File: config.mk
export PLATFORM = sky130hd
export DESIGN_NAME = pole_zero_iir_filter
export DESIGN_NICKNAME = d
export VERILOG_FILES = /design/src/hdl/pziir_pkg.sv /design/src/hdl/pziir_ram.sv /design/src/hdl/pole_zero_iir_filter.sv
export SDC_FILE = /design/constraint.sdc
export NUM_CORES = 2
export LEC_CHECK = 0
export ABC_AREA = 0
export CORE_MARGIN = 2
export CORE_UTILIZATION = 30
export DETAILED_ROUTE_END_ITERATION = 6
export DONT_BUFFER_PORTS = 1
export HOLD_SLACK_MARGIN = 0.05
export SETUP_SLACK_MARGIN = 0.05
export SLEW_MARGIN = 25
export SYNTH_ARGS = -nofsm -noshare
export SYNTH_HDL_FRONTEND = slang
export SYNTH_SLANG_ARGS = --single-unit
File: constraint.sdc
create_clock -name i_clk -period 31.1 [get_ports i_clk]
set_clock_uncertainty 0.1 [all_clocks]
set_input_delay 9.33 -clock i_clk [delete_from_list [all_inputs] [get_ports i_clk]]
set_output_delay 9.33 -clock i_clk [all_outputs]
set_load 0.005 [all_outputs]
File: src/hdl/pziir_pkg.sv
// Shared types and constants for the pole-zero IIR filter.
// No dependencies; imported by the filter top level and its checker.
`timescale 1ns / 1ps

package pziir_pkg;

    localparam int MODE_W  = 2;
    localparam int IDX_W   = 4;
    localparam int COEF_W  = 24;   // signed Q5.18
    localparam int SAMP_W  = 16;
    localparam int PROD_W  = COEF_W + SAMP_W;

    typedef logic signed [COEF_W-1:0] t_coef;
    typedef logic signed [SAMP_W-1:0] t_sample;

    typedef enum logic [MODE_W-1:0] {
        MODE_SAMPLE = 2'd0,
        MODE_NUM    = 2'd1,
        MODE_DEN    = 2'd2,
        MODE_CLEAR  = 2'd3
    } t_mode;

    // Output clip limits
    localparam t_sample SAMP_MAX     = 16'sh7FFF;
    localparam t_sample SAMP_MIN     = 16'sh8000;
    localparam int      POS_LIM_MAG  = 32767;
    localparam int      NEG_LIM_MAG  = 32768;

endpackage

File: src/hdl/pziir_ram.sv
// Generic single-write, single-read RAM with registered read data.
// No dependencies; used for the filter coefficient stores.
`timescale 1ns / 1ps

module pziir_ram #(
    parameter int WIDTH = 24,
    parameter int DEPTH = 11,
    localparam int AW   = (DEPTH > 1) ? $clog2(DEPTH) : 1
) (
    input  logic             i_clk,
    input  logic             i_we,
    input  logic [AW-1:0]    i_waddr,
    input  logic [WIDTH-1:0] i_wdata,
    input  logic [AW-1:0]    i_raddr,
    output logic [WIDTH-1:0] o_rdata
);

    logic [WIDTH-1:0] r_mem [DEPTH];
    logic [WIDTH-1:0] r_rdata;

    always_ff @(posedge i_clk) begin
        if (i_we) begin
            r_mem[i_waddr] <= i_wdata;
        end
        r_rdata <= r_mem[i_raddr];
    end

    assign o_rdata = r_rdata;

endmodule

File: src/hdl/pole_zero_iir_filter.sv
// Direct-form-I pole-zero filter, one shared MAC plus a serial divider.
// Depends on pziir_pkg and pziir_ram.
`timescale 1ns / 1ps

// Mode 0 transactions are filter samples; each produces one result. Modes 1 and 2
// load one numerator or denominator coefficient (index above ORDER is dropped),
// mode 3 clears both sample histories; these leave o_stall low and give no result.
// For a sample, one 24x16 multiplier walks the 2*ORDER+1 taps one per cycle
// through a three-stage read/multiply/accumulate pipe, then a restoring divider
// retires one quotient bit per cycle over the ACC_W-bit sum. A zero leading
// denominator skips the divide. o_stall is high for the whole sample; a finished
// result may wait in the output register while the next transaction is taken.
// Coefficients reset to zero through per-entry valid bits, so there is no
// clearing pass.

module pole_zero_iir_filter
    import pziir_pkg::*;
#(
    parameter int ORDER = 10
) (
    input  logic                    i_clk,
    input  logic                    i_rst_n,
    // sample / command channel
    input  logic                    i_valid,
    output logic                    o_stall,
    input  logic [MODE_W-1:0]       i_mode,
    input  logic [IDX_W-1:0]        i_coef_index,
    input  logic signed [COEF_W-1:0] i_coef_value,
    input  logic signed [SAMP_W-1:0] i_sample_in,
    input  logic                    i_frame_end,
    // result channel
    output logic                    o_valid,
    input  logic                    i_stall,
    output logic signed [SAMP_W-1:0] o_sample_out,
    output logic                    o_saturated,
    output logic                    o_divide_error,
    output logic                    o_last_of_frame
);

    localparam int NCOEF  = ORDER + 1;
    localparam int AW     = (NCOEF > 1) ? $clog2(NCOEF) : 1;
    localparam int HW     = (ORDER > 1) ? $clog2(ORDER) : 1;
    localparam int CMP_W  = ((AW > IDX_W) ? AW : IDX_W) + 1;
    localparam int ACC_W  = PROD_W + $clog2(2 * ORDER + 1);
    localparam int DCNT_W = $clog2(ACC_W + 1);
    localparam int REM_W  = COEF_W;

    typedef enum logic [2:0] {
        S_IDLE, S_MAC, S_DRAIN, S_ABS, S_DIV, S_SAT, S_OUT
    } t_state;

    t_state                  r_state;
    logic [AW-1:0]           r_k;
    logic                    r_den_ph;
    logic [AW-1:0]           w_km1;

    logic [ORDER:0]          r_num_vld;
    logic [ORDER:0]          r_den_vld;
    t_coef                   r_a0;
    t_sample                 r_xh [ORDER];
    t_sample                 r_yh [ORDER];
    t_sample                 r_x;
    logic                    r_last;

    // MAC pipe
    logic                    r_a_vld, r_a_den, r_a_ok;
    t_sample                 r_a_opnd;
    logic                    r_b_vld, r_b_sub;
    logic signed [PROD_W-1:0] r_prod;
    logic signed [ACC_W-1:0] r_acc;
    t_coef                   w_coef;

    // divider
    logic [ACC_W-1:0]        r_quo;
    logic [REM_W-1:0]        r_rem;
    logic [COEF_W-1:0]       r_dvs;
    logic                    r_neg;
    logic [DCNT_W-1:0]       r_dcnt;
    logic [REM_W:0]          w_trial;
    logic [REM_W:0]          w_diff;
    logic                    w_ge;

    t_sample                 r_y;
    logic                    r_sat, r_derr;

    logic                    r_out_vld;
    t_sample                 r_out_sample;
    logic                    r_out_sat, r_out_derr, r_out_last;

    // input decode
    logic                    w_acc_in;
    logic [CMP_W-1:0]        w_idx_ext;
    logic                    w_idx_ok;
    logic [AW-1:0]           w_waddr;
    logic                    w_num_we, w_den_we;
    t_coef                   w_num_rd, w_den_rd;

    assign o_stall   = (r_state != S_IDLE);
    assign w_acc_in  = i_valid && !o_stall;
    assign w_idx_ext = CMP_W'(i_coef_index);
    assign w_idx_ok  = (w_idx_ext <= CMP_W'(ORDER));
    assign w_waddr   = AW'(w_idx_ext);
    assign w_num_we  = w_acc_in && (t_mode'(i_mode) == MODE_NUM) && w_idx_ok;
    assign w_den_we  = w_acc_in && (t_mode'(i_mode) == MODE_DEN) && w_idx_ok;
    assign w_km1     = r_k - AW'(1);

    pziir_ram #(.WIDTH(COEF_W), .DEPTH(NCOEF)) u_num_ram (
        .i_clk   (i_clk),
        .i_we    (w_num_we),
        .i_waddr (w_waddr),
        .i_wdata (i_coef_value),
        .i_raddr (r_k),
        .o_rdata (w_num_rd)
    );

    pziir_ram #(.WIDTH(COEF_W), .DEPTH(NCOEF)) u_den_ram (
        .i_clk   (i_clk),
        .i_we    (w_den_we),
        .i_waddr (w_waddr),
        .i_wdata (i_coef_value),
        .i_raddr (r_k),
        .o_rdata (w_den_rd)
    );

    // coefficient that reaches the multiplier; unwritten entries read as zero
    always_comb begin
        if (!r_a_ok) begin
            w_coef = '0;
        end else if (r_a_den) begin
            w_coef = w_den_rd;
        end else begin
            w_coef = w_num_rd;
        end
    end

    // one restoring divide step on magnitudes
    assign w_trial = {r_rem, r_quo[ACC_W-1]};
    assign w_ge    = (w_trial >= {1'b0, r_dvs});
    assign w_diff  = w_trial - {1'b0, r_dvs};

    // sequencer, datapath and output register
    always_ff @(posedge i_clk) begin
        if (!i_rst_n) begin
            r_state   <= S_IDLE;
            r_num_vld <= '0;
            r_den_vld <= '0;
            r_a0      <= '0;
            r_a_vld   <= 1'b0;
            r_b_vld   <= 1'b0;
            r_out_vld <= 1'b0;
            r_k       <= '0;
            r_den_ph  <= 1'b0;
            for (int i = 0; i < ORDER; i++) begin
                r_xh[i] <= '0;
                r_yh[i] <= '0;
            end
        end else begin
            // result leaves when taken, unless a new one replaces it
            if (r_out_vld && !i_stall && (r_state != S_OUT)) begin
                r_out_vld <= 1'b0;
            end

            // MAC stages: multiply, then accumulate
            r_b_vld <= r_a_vld;
            r_b_sub <= r_a_den;
            r_prod  <= w_coef * r_a_opnd;
            if (r_b_vld) begin
                if (r_b_sub) begin
                    r_acc <= r_acc - ACC_W'(r_prod);
                end else begin
                    r_acc <= r_acc + ACC_W'(r_prod);
                end
            end
            r_a_vld <= (r_state == S_MAC);

            unique case (r_state)
                S_IDLE: begin
                    if (w_acc_in) begin
                        unique case (t_mode'(i_mode))
                            MODE_SAMPLE: begin
                                r_x      <= i_sample_in;
                                r_last   <= i_frame_end;
                                r_acc    <= '0;
                                r_k      <= '0;
                                r_den_ph <= 1'b0;
                                r_state  <= S_MAC;
                            end
                            MODE_NUM: begin
                                if (w_idx_ok) begin
                                    r_num_vld[w_waddr] <= 1'b1;
                                end
                            end
                            MODE_DEN: begin
                                if (w_idx_ok) begin
                                    r_den_vld[w_waddr] <= 1'b1;
                                    if (w_waddr == '0) begin
                                        r_a0 <= i_coef_value;
                                    end
                                end
                            end
                            MODE_CLEAR: begin
                                for (int i = 0; i < ORDER; i++) begin
                                    r_xh[i] <= '0;
                                    r_yh[i] <= '0;
                                end
                            end
                            default: ;
                        endcase
                    end
                end

                // issue one tap per cycle: b0*x, then b_k*x[n-k], a_k*y[n-k]
                S_MAC: begin
                    r_a_den <= r_den_ph;
                    if (r_den_ph) begin
                        r_a_ok   <= r_den_vld[r_k];
                        r_a_opnd <= r_yh[w_km1[HW-1:0]];
                    end else begin
                        r_a_ok   <= r_num_vld[r_k];
                        r_a_opnd <= (r_k == '0) ? r_x : r_xh[w_km1[HW-1:0]];
                    end
                    if (r_den_ph) begin
                        r_den_ph <= 1'b0;
                        if (r_k == AW'(ORDER)) begin
                            r_state <= S_DRAIN;
                        end else begin
                            r_k <= r_k + AW'(1);
                        end
                    end else if (r_k == '0) begin
                        r_k <= AW'(1);
                    end else begin
                        r_den_ph <= 1'b1;
                    end
                end

                S_DRAIN: begin
                    if (!r_a_vld && !r_b_vld) begin
                        if (r_a0 == '0) begin
                            r_y     <= '0;
                            r_sat   <= 1'b0;
                            r_derr  <= 1'b1;
                            r_state <= S_OUT;
                        end else begin
                            r_state <= S_ABS;
                        end
                    end
                end

                // operand magnitudes and quotient sign
                S_ABS: begin
                    r_quo  <= r_acc[ACC_W-1] ? $unsigned(-r_acc) : $unsigned(r_acc);
                    r_dvs  <= r_a0[COEF_W-1] ? $unsigned(-r_a0) : $unsigned(r_a0);
                    r_neg  <= r_acc[ACC_W-1] ^ r_a0[COEF_W-1];
                    r_rem  <= '0;
                    r_dcnt <= DCNT_W'(ACC_W);
                    r_state <= S_DIV;
                end

                S_DIV: begin
                    r_rem  <= w_ge ? w_diff[REM_W-1:0] : w_trial[REM_W-1:0];
                    r_quo  <= {r_quo[ACC_W-2:0], w_ge};
                    r_dcnt <= r_dcnt - DCNT_W'(1);
                    if (r_dcnt == DCNT_W'(1)) begin
                        r_state <= S_SAT;
                    end
                end

                // truncated quotient, clipped to 16 bits
                S_SAT: begin
                    r_derr <= 1'b0;
                    if (!r_neg && (r_quo > ACC_W'(POS_LIM_MAG))) begin
                        r_y   <= SAMP_MAX;
                        r_sat <= 1'b1;
                    end else if (r_neg && (r_quo > ACC_W'(NEG_LIM_MAG))) begin
                        r_y   <= SAMP_MIN;
                        r_sat <= 1'b1;
                    end else if (r_neg) begin
                        r_y   <= -$signed(r_quo[SAMP_W-1:0]);
                        r_sat <= 1'b0;
                    end else begin
                        r_y   <= $signed(r_quo[SAMP_W-1:0]);
                        r_sat <= 1'b0;
                    end
                    r_state <= S_OUT;
                end

                // hand over result and shift histories
                S_OUT: begin
                    if (!r_out_vld || !i_stall) begin
                        r_out_vld    <= 1'b1;
                        r_out_sample <= r_y;
                        r_out_sat    <= r_sat;
                        r_out_derr   <= r_derr;
                        r_out_last   <= r_last;
                        for (int i = ORDER - 1; i > 0; i--) begin
                            r_xh[i] <= r_xh[i-1];
                            r_yh[i] <= r_yh[i-1];
                        end
                        r_xh[0] <= r_x;
                        r_yh[0] <= r_y;
                        r_state <= S_IDLE;
                    end
                end

                default: r_state <= S_IDLE;
            endcase
        end
    end

    assign o_valid         = r_out_vld;
    assign o_sample_out    = r_out_sample;
    assign o_saturated     = r_out_sat;
    assign o_divide_error  = r_out_derr;
    assign o_last_of_frame = r_out_last;

endmodule

==> Word-level counts from Yosys, hierarchy flattened <==
Memory sizes are Yosys's and may differ from the RTL's. A register that Yosys moved wholly into a read port is not among the register bits.
Cells that the tools add are included.
{ "word_totals": {"latch_bits": 0, "ramBits": 848, "register_bits": 315, "word_cells": 268, "mem_count": 4, "mem_bits_ro": 0, "output_inout_bits": 21, "input_bits": 51} }
{ "memory_table": {"columns": ["memory", "depth", "word_bits", "read_ports", "rd_ports_with_merged_regs", "wr", "line_no", "source"], "rows": [
  ["u_den_ram.r_mem", 11, 24, 1, 1, 1, "pziir_ram.sv:18", "logic [WIDTH-1:0] r_mem [DEPTH];"],
  ["u_num_ram.r_mem", 11, 24, 1, 1, 1, "pziir_ram.sv:18", null],
  ["r_xh", 10, 16, 10, 0, 10, "pole_zero_iir_filter.sv:60", "t_sample r_xh [ORDER];"],
  ["r_yh", 10, 16, 10, 0, 10, "pole_zero_iir_filter.sv:61", "t_sample r_yh [ORDER];"]
]} }
{ "classes": {"shifts": 0, "mux": 113, "eq_ne": 22, "n_mul": 1, "div_mod_pow": 0, "n_reduce_logical": 39, "n_lt_le_gt_ge": 7, "bitwise_logic": 43, "n_addsub": 9} }
{ "op_table": {"columns": ["op", "n"], "rows": [
  ["$mux W16", 47],
  ["$mux W45", 6],
  ["$pmux W45 S2", 1],
  ["$mux W24", 3],
  ["$pmux W24 S2", 1],
  ["$add A45 B40 Y45", 1],
  ["$gt A45 B15 Y1 const B", 1],
  ["$gt A45 B16 Y1 const B", 1],
  ["$neg A45 Y45", 1],
  ["$sub A45 B40 Y45", 1],
  ["$mul A24 B16 Y40", 1],
  ["$or A1 B1 Y1", 40],
  ["$pmux W16 S2", 1],
  ["$mux W1", 31],
  ["$ge A25 B24 Y1", 1],
  ["$logic_not A24 Y1", 1],
  ["$mux W3", 8],
  ["$neg A24 Y24", 1],
  ["$sub A24 B24 Y24", 1],
  ["$mux W23", 1],
  ["$or A11 B11 Y11", 2],
  ["$pmux W3 S7", 1],
  ["$mux W4", 5],
  ["$neg A16 Y16", 1],
  ["other kinds (36)", 76]
]} }

==> Longest topological paths before layout <==
{ "logic_depth": {"word_depth": 9, "ltp_mapped": 30} }

==> By module <==
From an unflattened synthesis, not the netlist that was laid out.
{ "hier_totals": {"hier_cells": 5525, "hier_area_um2": 68784.7} }
{ "modules_own_cells": {"columns": ["module", "cells_per_inst", "n_inst", "seq_area_each_um2", "area_each_um2"], "rows": [
  ["pole_zero_iir_filter", 4361, 1, 18497.7, 46941.3],
  ["pziir_ram", 582, 2, 8408.1, 10921.7]
]} }

==> Worst setup path after synthesis <==
Ideal clock, no wire load.
{ "synth_path": {"kind": "input-to-reg", "start": "in i_rst_n", "end": "mem r_xh[0][0] (netlist bit) (enable)", "setup_slack_ns": 11.556, "arrival_ns": 16.584, "path_buffers": 2, "t_required_ns": 28.141, "cell_stages": 5, "path_cell_list": "clkbuf_1 nand2_1 nor3b_1 clkbuf_1 nand3b_1"} }
{ "synth_rtl": {"columns": ["item", "line_no", "source"], "rows": [
  ["from (decl)", "pole_zero_iir_filter.sv:22", "input logic i_rst_n,"],
  ["to (decl)", "pole_zero_iir_filter.sv:60", null]
]} }

==> impl_metrics.env <==
export IMPL_status="completed"
export IMPL_synth_seq_area_share_pct=51.9
export IMPL_startpoint="i_rst_n"
export IMPL_place_congestion=0.828
export IMPL_syn_area_um2=68100
export IMPL_worst_slack_ps=18500
export IMPL_crit_path_top_delay_cell="buf_6"
export IMPL_yosys_warnings=0
export IMPL_antenna_left=0
export IMPL_die_w_um=480
export IMPL_setup_viol=0
export IMPL_crit_type="input pin to flip-flop"
export IMPL_rr_worst_depth=24
export IMPL_p_leak_nw=28.2
export IMPL_root_buffer="clkbuf_16"
export IMPL_via_count=40400
export IMPL_slew_viol_final=0
export IMPL_tritoncts="done"
export IMPL_hold_class="flip-flop to flip-flop"
export IMPL_layout_commonest_cell="edfxtp_1"
export IMPL_clockBufferDepth=3
export IMPL_viasPerCell=4.82
export IMPL_synth_seq_cells=1211
export IMPL_synth_edf_count=1106
export IMPL_die_y_um=480
export IMPL_grt_pass1_vias=40800
export IMPL_grt_usage_pct=13.6
export IMPL_timing_final_crit_share_pct=40.5
export IMPL_port_buffers=0
export IMPL_use_met2_pct=21.3
export IMPL_io_pins=72
export IMPL_busiest_layer="met2"
export IMPL_synthArstFlopShare_pct=0
export IMPL_start_kind="input pin"
export IMPL_synth_flop_cell="edfxtp_1"
export IMPL_dr_first_iter_drc_count=2971
export IMPL_grt_pass1_wl_um=245000
export IMPL_tns_ps=0
export IMPL_area_delta_synth_final_pct=11.8
export IMPL_grt_antenna_before_repair=12
export IMPL_core_area_um2=225000
export IMPL_die_area_um2=231000
export IMPL_fmax_mhz=79.3
export IMPL_crit_chain="nand2_1 -> nor3b_2 -> buf_12 -> buf_16 -> nand3b_1 -> buf_12 -> buf_16 -> buf_6"
export IMPL_layout_min_cycle_time_ps=12600
export IMPL_yosysUniqueCellTypes=91
export IMPL_grtUsageMet1_pct=19.1
export IMPL_cp_endpoint="r_yh[7][10]"
export IMPL_pwr_density_cell_nw_per_um2=93.0
export IMPL_fin_cells=8377
export IMPL_dp_worst_setup_slack_ps=17980
export IMPL_final_cell_mix="edfxtp_1, inv_1, nand2_1"
export IMPL_placementRows=174
export IMPL_cts_resized=0
export IMPL_start_util_pct=30.2
export IMPL_synthCells=5335
export IMPL_hpwl_um=104000
export IMPL_routed_wl_um=158000
export IMPL_arrival_ps=12890
export IMPL_drive_gt1_share_pct=10.2
export IMPL_rsz0062_at_grt="false"
export IMPL_worstMarginPinSlew_ps=1110
export IMPL_max_stage_delay_ps=730
export IMPL_grt_max_degree=342
export IMPL_cp_top_family="buffers and inverters"
export IMPL_cts_hold_buf=0
export IMPL_clkLatencyLatePin_ps=800
export IMPL_clk_pin_slew_ps=60
export IMPL_hold_viol=0
export IMPL_slew_headroom_pct=25.5
export IMPL_reg2reg_to="r_prod[38]"
export IMPL_r2r_start="r_a_den"
export IMPL_cts_sinks=1211
export IMPL_cts_setup_buffers=0
export IMPL_drtPass1Iterations=5
export IMPL_path_buf_inv=5
export IMPL_cp_end_kind="flip-flop"
export IMPL_cts_buffers=134
export IMPL_drc=0
export IMPL_overflow=0
export IMPL_cap_violations=0
export IMPL_syn_area_per_cell_um2=12.8
export IMPL_peakVddDrop_uv=146
export IMPL_critPathMaxFanout=227
export IMPL_htree_levels=4
export IMPL_wl_per_cell_um=18.9
export IMPL_required_ps=31380
export IMPL_dp_cells=8131
export IMPL_cp_depth=8
export IMPL_rrSetupSlack_ps=22750
export IMPL_syn_nets=5938
export IMPL_met3_usage_pct=2.91
export IMPL_nNetsFinal=5880
## per-layer routing
metal / up-vias / wire length [um]
li1: 18600 / -
met4: 16 / 2840
met5: - / 119
met1: 20600 / 73100
met3: 196 / 10000
met2: 972 / 72000
## state kept, by name, summed over array words and instances, names as in the netlist, 6 cells and up
signal             cells
o_sample_out          16
r_a0                  24
r_a_opnd              16
r_acc                 45
r_dcnt                 6
r_den_vld             11
r_dvs                 24
r_num_vld             11
r_prod                40
r_quo                 45
r_rem                 24
r_x                   16
r_xh                 160
r_y                   16
r_yh                 160
u_den_ram.o_rdata     24
u_den_ram.r_mem      264
u_num_ram.o_rdata     24
u_num_ram.r_mem      264
## per-stage QoR
step / util, % / cell area (um2) / hold WS, ps / power (W)
floorplan: - / 68100 / 300 / 0.00467
global placement: 31.8 / 71600 / 308 / 0.00549
detailed placement: 31.8 / 71600 / 309 / 0.00553
CTS: 33.8 / 76000 / 321 / 0.00714
global route: 33.8 / 76100 / 321 / 0.00762
finish: 33.8 / 76100 / 319 / 0.00708
## power by group
part	internal, W	switching [W]	total, W
combinational	0.00144	0.00198	0.00342
sequential	0.00200	0.0000786	0.00208
clock	0.000903	0.000679	0.00158
## synth_stat cells (all sizes together) (13+ instances only)
cell type  instances  area (um2)
inv              495        1860
o21a              41         308
and3              14        88.8
o41ai             13         129
buf               33         156
xnor2            150        1310
dfxtp            105        2100
mux4             164        3690
mux2              18         203
clkbuf           240         902
fa               376        7530
or3               20         130
nor2b             66         413
o21ai            200        1000
o21bai            13        97.6
a21boi            31         233
a21oi            182         922
edfxtp          1106       33200
o31ai             30         245
xor2              70         613
ha               176        2200
nor2             180         678
a21o              66         495
nand2b            36         233
nor4              16         115
a211oi            64         480
nand3             28         145
nor3              33         170
a31oi             18         113
nand4             22         150
and2             479        3000
mux2i            203        2030
nand2            492        1850
o211ai            51         383
## cell families after synthesis
kind of cell,count (synthesis),share of synthesized area [%]
and+or+nand+nor,1430,10.8
DFF,1211,51.9
buffers and inverters,769,4.29
AOI/OAI and AO/OA,768,7.25
adders and majority gates,552,14.3
muxes,385,8.71
xor gates and xnor gates,220,2.83
## worst min-delay path by stage
stage                      start               to  cells past startpoint
after floorplan           r_derr   o_divide_error                      0
after global placement    r_last  o_last_of_frame                      0
after detailed placement  r_last  o_last_of_frame                      0
after CTS                 r_last  o_last_of_frame                      0
after global routing      r_last  o_last_of_frame                      0
final                     r_last  o_last_of_frame                      0
## worst reg2reg max path, stage by stage, from the launching register on
cell and delay [ps]:
edfxtp_1 320, buf_4 430, mux2i_1 270, nor2b_2 870, nand2_1 200, fa_1 600, fa_1 440, fa_1 520
inv_1 50, fa_1 460, fa_1 540, inv_1 50, fa_1 530, inv_1 40, ha_1 400, a221oi_1 410
o21ai_0 150, a311oi_1 310, nor2_1 160, and4_1 240, o21ai_1 190, a21oi_1 100, a2111o_1 410, a21oi_1 190
xnor2_1 90
## cell type report
class	count	area, um2
inverter	496	1860
multi-input combinational	3355	30000
sequential	1211	35300
fill	22100	149000
clock buffer	165	3520
timing repair buffer	79	687
tap	2992	3740
antenna	1	2.50
clock inverter	78	917
Note: power is estimated with default switching activity, not from simulation.
